### config.mk
export PLATFORM = sky130hd
export DESIGN_NAME = stereo_downmix_fir_decimator_unit
export DESIGN_NICKNAME = d
export VERILOG_FILES = /design/src/sv/sdfd_pkg.sv /design/src/sv/sdfd_history.sv /design/src/sv/sdfd_mac.sv /design/src/sv/stereo_downmix_fir_decimator_unit.sv
export VERILOG_INCLUDE_DIRS = /design/src /design/src/sv
export SDC_FILE = /design/constraint.sdc
export NUM_CORES = 2
export LEC_CHECK = 0
export BUFFER_PORTS_ARGS = -buffer_cell sky130_fd_sc_hd__buf_2
export CORE_ASPECT_RATIO = 0.6
export CORE_MARGIN = 5
export CORE_UTILIZATION = 55
export DETAILED_ROUTE_END_ITERATION = 8
export PLACE_DENSITY = 0.71
export SYNTH_ARGS = -nofsm -noshare
export SYNTH_HDL_FRONTEND = slang
export SYNTH_SLANG_ARGS = --single-unit
### constraint.sdc
create_clock -name clk -period 10.8 [get_ports clk]
set_clock_uncertainty 0.05 [all_clocks]
set_input_delay 0.54 -clock clk [delete_from_list [all_inputs] [get_ports clk]]
set_output_delay 0.54 -clock clk [all_outputs]
set_load 0.01 [all_outputs]
### src/sv/stereo_downmix_fir_decimator_unit_defines.svh
// Assertion helpers for the top-level RTL file; each expects clk and rst_n in scope.
`ifndef STEREO_DOWNMIX_FIR_DECIMATOR_UNIT_DEFINES_SVH
`define STEREO_DOWNMIX_FIR_DECIMATOR_UNIT_DEFINES_SVH

// Same-cycle implication, disabled while in reset
`define SDFD_ASSERT_SAME(label, ante, cons) \
    label: assert property (@(posedge clk) disable iff (!rst_n) (ante) |-> (cons)) \
        else $error("sdfd: assertion failed");

// Next-cycle implication, disabled while in reset
`define SDFD_ASSERT_NEXT(label, ante, cons) \
    label: assert property (@(posedge clk) disable iff (!rst_n) (ante) |=> (cons)) \
        else $error("sdfd: assertion failed");

`endif

### src/sv/sdfd_pkg.sv
package sdfd_pkg;

    localparam int TAPS_DEF        = 32;
    localparam int DECIMATION_DEF  = 4;
    localparam int SAMPLE_BITS_DEF = 24;
    localparam int COEF_BITS_DEF   = 18;

    localparam int ROM_LEN  = 32;
    localparam int ROM_FRAC = 17;

    // Lowpass taps, Q1.17
    localparam int LOWPASS_ROM [ROM_LEN] = '{
        -36, 56, 195, 358, 427, 277, -207, -1022,
        -1932, -2551, -2414, -1118, 1515, 5339, 9847, 14308,
        17938, 20085, 20361, 18764, 15580, 11292, 6534, 1952,
        -1861, -4543, -5938, -6092, -5218, -3647, -1755, 0
    };

    typedef enum logic [2:0] {
        ST_IDLE,
        ST_MAC,
        ST_DRAIN,
        ST_ROUND,
        ST_OUT
    } state_t;

    // Strobes from the sequencer to the datapath
    typedef struct packed {
        logic load;   // shift a new mono sample in, clear the accumulator
        logic step;   // issue one tap and rotate the history
        logic round;  // add the rounding offset to the finished sum
    } sdfd_ctrl_t;

    // Coefficient for tap idx rescaled to cb bits, truncated toward zero
    function automatic int coef_at(int unsigned idx, int cb);
        int v;
        int m;
        int sh;
        if (idx >= ROM_LEN)
        begin
            return 0;
        end
        v = LOWPASS_ROM[idx];
        if (cb - 1 >= ROM_FRAC)
        begin
            return v <<< (cb - 1 - ROM_FRAC);
        end
        sh = ROM_FRAC - (cb - 1);
        m = (v < 0) ? -v : v;
        m = m >>> sh;
        return (v < 0) ? -m : m;
    endfunction

endpackage

### src/sv/sdfd_history.sv
module sdfd_history #(
    parameter int TAPS        = sdfd_pkg::TAPS_DEF,
    parameter int SAMPLE_BITS = sdfd_pkg::SAMPLE_BITS_DEF
) (
    input  logic                          clk,
    input  logic                          rst_n,
    input  sdfd_pkg::sdfd_ctrl_t          ctrl,
    input  logic signed [SAMPLE_BITS-1:0] left_sample,
    input  logic signed [SAMPLE_BITS-1:0] right_sample,
    output logic signed [SAMPLE_BITS-1:0] tap_sample
);
    import sdfd_pkg::*;

    logic signed [SAMPLE_BITS:0]   mix_sum;
    logic signed [SAMPLE_BITS-1:0] mono;
    logic signed [SAMPLE_BITS-1:0] hist_reg  [TAPS];
    logic signed [SAMPLE_BITS-1:0] hist_next [TAPS];

    // floor((L+R)/2) always fits the sample width
    assign mix_sum = (SAMPLE_BITS+1)'(left_sample) + (SAMPLE_BITS+1)'(right_sample);
    assign mono    = mix_sum[SAMPLE_BITS:1];

    // Entry 0 holds the newest sample; a full rotation restores the order
    always_comb
    begin
        hist_next = hist_reg;
        if (ctrl.load)
        begin
            hist_next[0] = mono;
            for (int i = 1; i < TAPS; i++)
            begin
                hist_next[i] = hist_reg[i-1];
            end
        end
        else if (ctrl.step)
        begin
            for (int i = 0; i < TAPS - 1; i++)
            begin
                hist_next[i] = hist_reg[i+1];
            end
            hist_next[TAPS-1] = hist_reg[0];
        end
    end

    always_ff @(posedge clk or negedge rst_n)
    begin
        if (!rst_n)
        begin
            hist_reg <= '{default: '0};
        end
        else
        begin
            hist_reg <= hist_next;
        end
    end

    assign tap_sample = hist_reg[0];

endmodule

### src/sv/sdfd_mac.sv
module sdfd_mac #(
    parameter int TAPS        = sdfd_pkg::TAPS_DEF,
    parameter int SAMPLE_BITS = sdfd_pkg::SAMPLE_BITS_DEF,
    parameter int COEF_BITS   = sdfd_pkg::COEF_BITS_DEF
) (
    input  logic                          clk,
    input  logic                          rst_n,
    input  sdfd_pkg::sdfd_ctrl_t          ctrl,
    input  logic [$clog2(TAPS)-1:0]       tap_index,
    input  logic signed [SAMPLE_BITS-1:0] tap_sample,
    output logic signed [SAMPLE_BITS-1:0] result
);
    import sdfd_pkg::*;

    localparam int IDX_W  = $clog2(TAPS);
    localparam int PROD_W = SAMPLE_BITS + COEF_BITS;
    localparam int ACC_W  = PROD_W + IDX_W + 1;
    localparam logic signed [ACC_W-1:0] HALF   = ACC_W'(1) <<< (COEF_BITS - 2);
    localparam logic signed [ACC_W-1:0] SAT_HI = (ACC_W'(1) <<< (SAMPLE_BITS - 1)) - ACC_W'(1);
    localparam logic signed [ACC_W-1:0] SAT_LO = -SAT_HI - ACC_W'(1);

    logic signed [COEF_BITS-1:0] coef;
    logic signed [PROD_W-1:0]    prod_reg, prod_next;
    logic                        prod_vld_reg, prod_vld_next;
    logic signed [ACC_W-1:0]     acc_reg, acc_next;
    logic signed [ACC_W-1:0]     rnd_reg, rnd_next;
    logic signed [ACC_W-1:0]     scaled;

    assign coef = COEF_BITS'(coef_at(int'(tap_index), COEF_BITS));

    always_comb
    begin
        prod_next     = prod_reg;
        prod_vld_next = ctrl.step;
        acc_next      = acc_reg;
        rnd_next      = rnd_reg;
        if (ctrl.step)
        begin
            prod_next = PROD_W'(tap_sample) * PROD_W'(coef);
        end
        if (ctrl.load)
        begin
            acc_next = '0;
        end
        else if (prod_vld_reg)
        begin
            acc_next = acc_reg + ACC_W'(prod_reg);
        end
        if (ctrl.round)
        begin
            rnd_next = acc_reg + HALF;
        end
    end

    always_ff @(posedge clk or negedge rst_n)
    begin
        if (!rst_n)
        begin
            prod_vld_reg <= 1'b0;
        end
        else
        begin
            prod_vld_reg <= prod_vld_next;
        end
    end

    always_ff @(posedge clk)
    begin
        prod_reg <= prod_next;
        acc_reg  <= acc_next;
        rnd_reg  <= rnd_next;
    end

    // Drop the coefficient fraction, then clamp to the sample range
    always_comb
    begin
        scaled = rnd_reg >>> (COEF_BITS - 1);
        if (scaled > SAT_HI)
        begin
            result = SAMPLE_BITS'(SAT_HI);
        end
        else if (scaled < SAT_LO)
        begin
            result = SAMPLE_BITS'(SAT_LO);
        end
        else
        begin
            result = SAMPLE_BITS'(scaled);
        end
    end

endmodule

### src/sv/stereo_downmix_fir_decimator_unit.sv
// Stereo downmix, lowpass FIR and decimator. Each accepted frame is mixed to
// mono, shifted into a TAPS-deep history and filtered by one shared multiplier
// that walks the history as it rotates past, one tap per cycle. A frame is
// loaded, multiplied through all TAPS taps and then drains the product
// register; an emitting frame then rounds and hands the word to the output
// register. Every DECIMATION-th frame, counted from reset or from a frame
// with block_start set, yields a rounded, saturated word. The output register
// holds that word while the next frame is taken in; an emitting frame that
// finishes while it is still full waits until the word is taken.
`include "stereo_downmix_fir_decimator_unit_defines.svh"

module stereo_downmix_fir_decimator_unit #(
    parameter int TAPS        = sdfd_pkg::TAPS_DEF,
    parameter int DECIMATION  = sdfd_pkg::DECIMATION_DEF,
    parameter int SAMPLE_BITS = sdfd_pkg::SAMPLE_BITS_DEF,
    parameter int COEF_BITS   = sdfd_pkg::COEF_BITS_DEF
) (
    input  logic                          clk,
    input  logic                          rst_n,
    input  logic                          in_valid,
    output logic                          in_ready,
    input  logic signed [SAMPLE_BITS-1:0] left_sample,
    input  logic signed [SAMPLE_BITS-1:0] right_sample,
    input  logic                          block_start,
    output logic                          out_valid,
    input  logic                          out_ready,
    output logic signed [SAMPLE_BITS-1:0] filtered_sample
);
    import sdfd_pkg::*;

    localparam int IDX_W = $clog2(TAPS);
    localparam int PH_W  = (DECIMATION > 1) ? $clog2(DECIMATION) : 1;

    state_t                        state_reg, state_next;
    logic [IDX_W-1:0]              tap_reg, tap_next;
    logic [PH_W-1:0]               phase_reg, phase_next;
    logic                          emit_reg, emit_next;
    logic                          out_valid_reg, out_valid_next;
    logic signed [SAMPLE_BITS-1:0] out_data_reg, out_data_next;
    logic [PH_W-1:0]               phase_eff;
    logic [PH_W:0]                 phase_cnt;
    logic                          phase_wrap;
    logic                          accept;
    logic                          out_load;
    sdfd_ctrl_t                    ctrl;
    logic signed [SAMPLE_BITS-1:0] tap_sample;
    logic signed [SAMPLE_BITS-1:0] mac_result;

    sdfd_history #(
        .TAPS        (TAPS),
        .SAMPLE_BITS (SAMPLE_BITS)
    ) u_history (
        .clk          (clk),
        .rst_n        (rst_n),
        .ctrl         (ctrl),
        .left_sample  (left_sample),
        .right_sample (right_sample),
        .tap_sample   (tap_sample)
    );

    sdfd_mac #(
        .TAPS        (TAPS),
        .SAMPLE_BITS (SAMPLE_BITS),
        .COEF_BITS   (COEF_BITS)
    ) u_mac (
        .clk        (clk),
        .rst_n      (rst_n),
        .ctrl       (ctrl),
        .tap_index  (tap_reg),
        .tap_sample (tap_sample),
        .result     (mac_result)
    );

    assign in_ready = (state_reg == ST_IDLE);
    assign accept   = in_valid && in_ready;

    // Block start restarts the group before this frame is counted
    assign phase_eff  = block_start ? '0 : phase_reg;
    assign phase_cnt  = (PH_W+1)'(phase_eff) + (PH_W+1)'(1);
    assign phase_wrap = (phase_cnt >= (PH_W+1)'(DECIMATION));

    always_comb
    begin
        state_next     = state_reg;
        tap_next       = tap_reg;
        phase_next     = phase_reg;
        emit_next      = emit_reg;
        out_load       = 1'b0;
        ctrl           = '0;
        unique case (state_reg)
            ST_IDLE:
            begin
                if (accept)
                begin
                    ctrl.load  = 1'b1;
                    tap_next   = '0;
                    emit_next  = phase_wrap;
                    phase_next = phase_wrap ? '0 : phase_cnt[PH_W-1:0];
                    state_next = ST_MAC;
                end
            end
            ST_MAC:
            begin
                ctrl.step = 1'b1;
                tap_next  = tap_reg + IDX_W'(1);
                if (tap_reg == IDX_W'(TAPS - 1))
                begin
                    state_next = ST_DRAIN;
                end
            end
            ST_DRAIN:
            begin
                state_next = emit_reg ? ST_ROUND : ST_IDLE;
            end
            ST_ROUND:
            begin
                ctrl.round = 1'b1;
                state_next = ST_OUT;
            end
            ST_OUT:
            begin
                // Hold until the previous word has left the output register
                if (!out_valid_reg || out_ready)
                begin
                    out_load   = 1'b1;
                    state_next = ST_IDLE;
                end
            end
            default:
            begin
                state_next = ST_IDLE;
            end
        endcase
    end

    always_comb
    begin
        out_data_next  = out_data_reg;
        out_valid_next = out_valid_reg && !out_ready;
        if (out_load)
        begin
            out_data_next  = mac_result;
            out_valid_next = 1'b1;
        end
    end

    always_ff @(posedge clk or negedge rst_n)
    begin
        if (!rst_n)
        begin
            state_reg     <= ST_IDLE;
            tap_reg       <= '0;
            phase_reg     <= '0;
            emit_reg      <= 1'b0;
            out_valid_reg <= 1'b0;
        end
        else
        begin
            state_reg     <= state_next;
            tap_reg       <= tap_next;
            phase_reg     <= phase_next;
            emit_reg      <= emit_next;
            out_valid_reg <= out_valid_next;
        end
    end

    always_ff @(posedge clk)
    begin
        out_data_reg <= out_data_next;
    end

    assign out_valid       = out_valid_reg;
    assign filtered_sample = out_data_reg;

    `SDFD_ASSERT_NEXT(a_accept_starts_mac, accept, state_reg == ST_MAC && tap_reg == '0)
    `SDFD_ASSERT_NEXT(a_last_tap_drains, state_reg == ST_MAC && tap_reg == IDX_W'(TAPS - 1),
                      state_reg == ST_DRAIN)
    `SDFD_ASSERT_NEXT(a_quiet_frame_idles, state_reg == ST_DRAIN && !emit_reg,
                      state_reg == ST_IDLE && !$rose(out_valid_reg))
    `SDFD_ASSERT_SAME(a_word_from_out_state, $rose(out_valid_reg), $past(state_reg == ST_OUT))

endmodule
==> run_results.csv <==
group,metric,value,unit
outcome,outcome,"finished clean",
cells_and_area,nets,7269,
clock_tree,cts_buffer_depth,3,
clock_tree,clk_pin_slew,60,ps
global_routing,grt_max_degree,243,
global_routing,busiest_layer,"met1",
global_routing,grt_overflow,0,
place,dp.cells,7934,
job,drv_cap,0,
clock_tree,holdBufCountCts,1,
setup_path,critPathMaxFanout,17,
cells_and_area,final_cells,8098,
synthesis,syn-num-nets,7496,
detailed_routing,drc,0,
detailed_routing,avgRoutedWirePerCell,17.4,um
synthesis,yosysMostFrequentCell,"nand2_1",
setup_path,r2r-start,"tap_reg[0]",
global_routing,grt_util_met2,34.0,%
setup_path,rrSetupSlack,1830,ps
hold_path,min_to,"phase_reg[0]",
global_routing,antenna_found_initial,5,
sta,max_freq,112,MHz
place,gp_congestion,0.928,
clock_tree,cts_resized,0,
clock_tree,cts_tree,"done",
clock_tree,htreeDepth,3,
setup_path,cp_slowest_cell,"a21oi_1",
synthesis,syn_area_per_cell,8.69,um^2
synthesis,syn_area,59300,um^2
detailed_routing,drt_iter0_markers,4617,
clock_tree,clock-sinks,926,
floorplanning,fp.dieArea,115000,um^2
setup_path,cp_common_cell,"fa_1",
synthesis,synth_async_sr_flop_share,84.3,%
setup_path,arrival,9350,ps
global_routing,grt_usage,24.6,%
synthesis,ys_ff_latch,926,
global_routing,met1_usage,38.8,%
sta,fin_setup_tns,0,ps
place,hpwl,94200,um
setup_path,startpoint_type,"register",
clock_tree,insertion_delay,710,ps
clock_tree,cts_root_buf,"clkbuf_16",
setup_path,timing.rr.end,"u_mac.prod_reg[22]",
floorplanning,start_util,55.4,%
synthesis,ys_types,83,
sta,period_minus_slack,8970,ps
synthesis,synthFlopType,"dfrtp_1",
setup_path,end_kind,"register",
setup_path,crit_type,"reg -> reg",
sta,setup_viol,0,
cells_and_area,n_fill_cell,9158,
sta,timing.final.crit_share,83.0,%
synthesis,synth_area_leaders,"dfrtp_1, fa_1, nand2_1",
cells_and_area,drive_gt1_share,4.99,%
detailed_routing,viasPerCell,5.69,
sta,rsz0062_at_grt,"false",
setup_path,critPathTopFamily,"adder cells",
sta,final_hold_viol_count,0,
hold_path,hold_depth,3,
sta,worstMarginPinSlew,1280,ps
synthesis,synth_top_area_share,32.9,%
floorplanning,fp-row-count,93,
synthesis,netlist_top_cells_count,"nand2_1, dfrtp_1, nor2_1",
place,placed_area,60400,um^2
sta,max_slew_margin,14.7,%
global_routing,grt_use_met3,6.38,%
detailed_routing,vias,46100,
sta,slew_viol_final,0,
global_routing,grt_pass1_vias,43900,
setup_path,r2r_cells,27,
hold_path,min_path_type,"in -> reg",
setup_path,cp_slowest_stage_delay,900,ps
floorplanning,die_h,264,um
setup_path,crit_buf_inv,4,
synthesis,synth_edf_count,97,
floorplanning,io_pins,79,
cells_and_area,largest_reg_flops,744,
cells_and_area,areaGrowthSynthToFinish,7.24,%
synthesis,synth_top_area_cell,"dfrtp_1",
setup_path,required,11190,ps
floorplanning,core-area,107000,um^2
clock_tree,cts_buffers,88,
synthesis,synth_cells,6827,
synthesis,synth-seq-area-share,39.5,%
detailed_routing,dr.pass1.iters,5,
cells_and_area,multiInputGateArea,32300,um^2
cells_and_area,regArea,23400,um^2
hold_path,min_from,"block_start",
floorplanning,die_w,434,um
synthesis,yosys_warnings,0,
place,port-buffer-count,78,
cells_and_area,stdcell_area,63600,um^2
global_routing,grt_pass1_wl,234000,um
detailed_routing,drt-total-wl,141000,um
detailed_routing,drt.antenna.violating_nets,0,
clock_tree,postCtsSetupRepairBufs,0,
-- worst max-delay path by stage --
stage / depth (start not counted) / end / slack, ps / start
6_report: 27 / u_mac.prod_reg[22] / 1830 / tap_reg[0]
5_1_grt: 27 / u_mac.prod_reg[22] / 1240 / tap_reg[0]
4_1_cts: 29 / u_mac.prod_reg[41] / 1870 / tap_reg[0]
2_1_floorplan: 32 / u_mac.prod_reg[38] / 2920 / tap_reg[0]
3_3_place_gp: 29 / u_mac.prod_reg[41] / 1960 / tap_reg[0]
3_5_place_dp: 29 / u_mac.prod_reg[41] / 1900 / tap_reg[0]
-- cell families (layout without fill, tap and decap cells) --
group	after synthesis	count (layout)	share of synthesized area, %
fa+ha+maj	616	616	18.3
mux	35	35	0.633
flops	926	926	39.5
simple gates	2940	2940	20.2
xor+xnor	129	129	1.90
other cells	0	2	0
buf+inv	968	812	6.13
compound gates	1213	1213	13.4
-- layout by cell type (no fill, tap or decap), drive strengths merged, types with 13 or more instances in the layout --
| cell type | instances |
|---|---|
| edfxtp | 97 |
| xor2 | 40 |
| a31oi | 586 |
| dfxtp | 48 |
| a211oi | 18 |
| a21o | 75 |
| clkbuf | 118 |
| nor2b | 58 |
| and3 | 23 |
| mux2i | 33 |
| fa | 422 |
| nand2 | 1832 |
| o21a | 17 |
| nor2 | 708 |
| o21ai | 95 |
| ha | 194 |
| nand4 | 15 |
| a21oi | 139 |
| dfrtp | 781 |
| nand2b | 29 |
| clkinv | 23 |
| buf | 142 |
| bufinv | 15 |
| o211ai | 13 |
| xnor2 | 89 |
| a22oi | 189 |
| and2 | 160 |
| o21bai | 16 |
| nor3 | 28 |
| inv | 510 |
| nand3 | 53 |
-- per-layer routing --
layer | routed length [um] | vias up
met3 | 10700 | 170
met5 | 244 | -
met4 | 3130 | 8
met1 | 68700 | 22700
met2 | 58200 | 1296
li1 | - | 21900
-- layout make-up --
cell class	count	share of cell area, %
Antenna cell	2	0.00786
Sequential cell	926	36.8
Inverter	508	3.01
Multi-Input combinational cell	4933	50.8
Clock buffer	118	3.88
Timing Repair Buffer	143	1.58
Clock inverter	43	1.12
Tap cell	1425	2.80
-- metrics by stage --
| stage | setup WS, ps | utilization [%] | hold slack, ps |
|---|---|---|---|
| 2_1_floorplan | 2920 | - | 194 |
| 3_3_place_gp | 1960 | 56.4 | 401 |
| 3_5_place_dp | 1900 | 56.4 | 414 |
| 4_1_cts | 1870 | 59.4 | 47.3 |
| 5_1_grt | 1240 | 59.4 | 68.2 |
| 6_report | 1830 | 59.4 | 99.9 |
-- worst register-to-register path: stages, from the launching register on --
cell and delay, ps:
dfrtp_1 680, inv_1 260, ha_1 450, nand2_1 110, a21oi_1 260, nor3_1 80
a21oi_1 900, buf_4 370, nor2b_1 90, fa_1 530, fa_1 430, ha_1 300
inv_1 50, fa_1 500, inv_1 50, fa_1 470, fa_1 500, ha_1 390
a2111oi_0 400, o21ai_0 220, a31oi_2 380, o21ai_1 190, a211oi_1 260, nor2_1 120
o31ai_1 320, nand2b_1 90, a21oi_1 180, xnor2_1 80
Power is not shown: default switching activity piles up to over one toggle a cycle in this logic, so the estimate is an artifact.
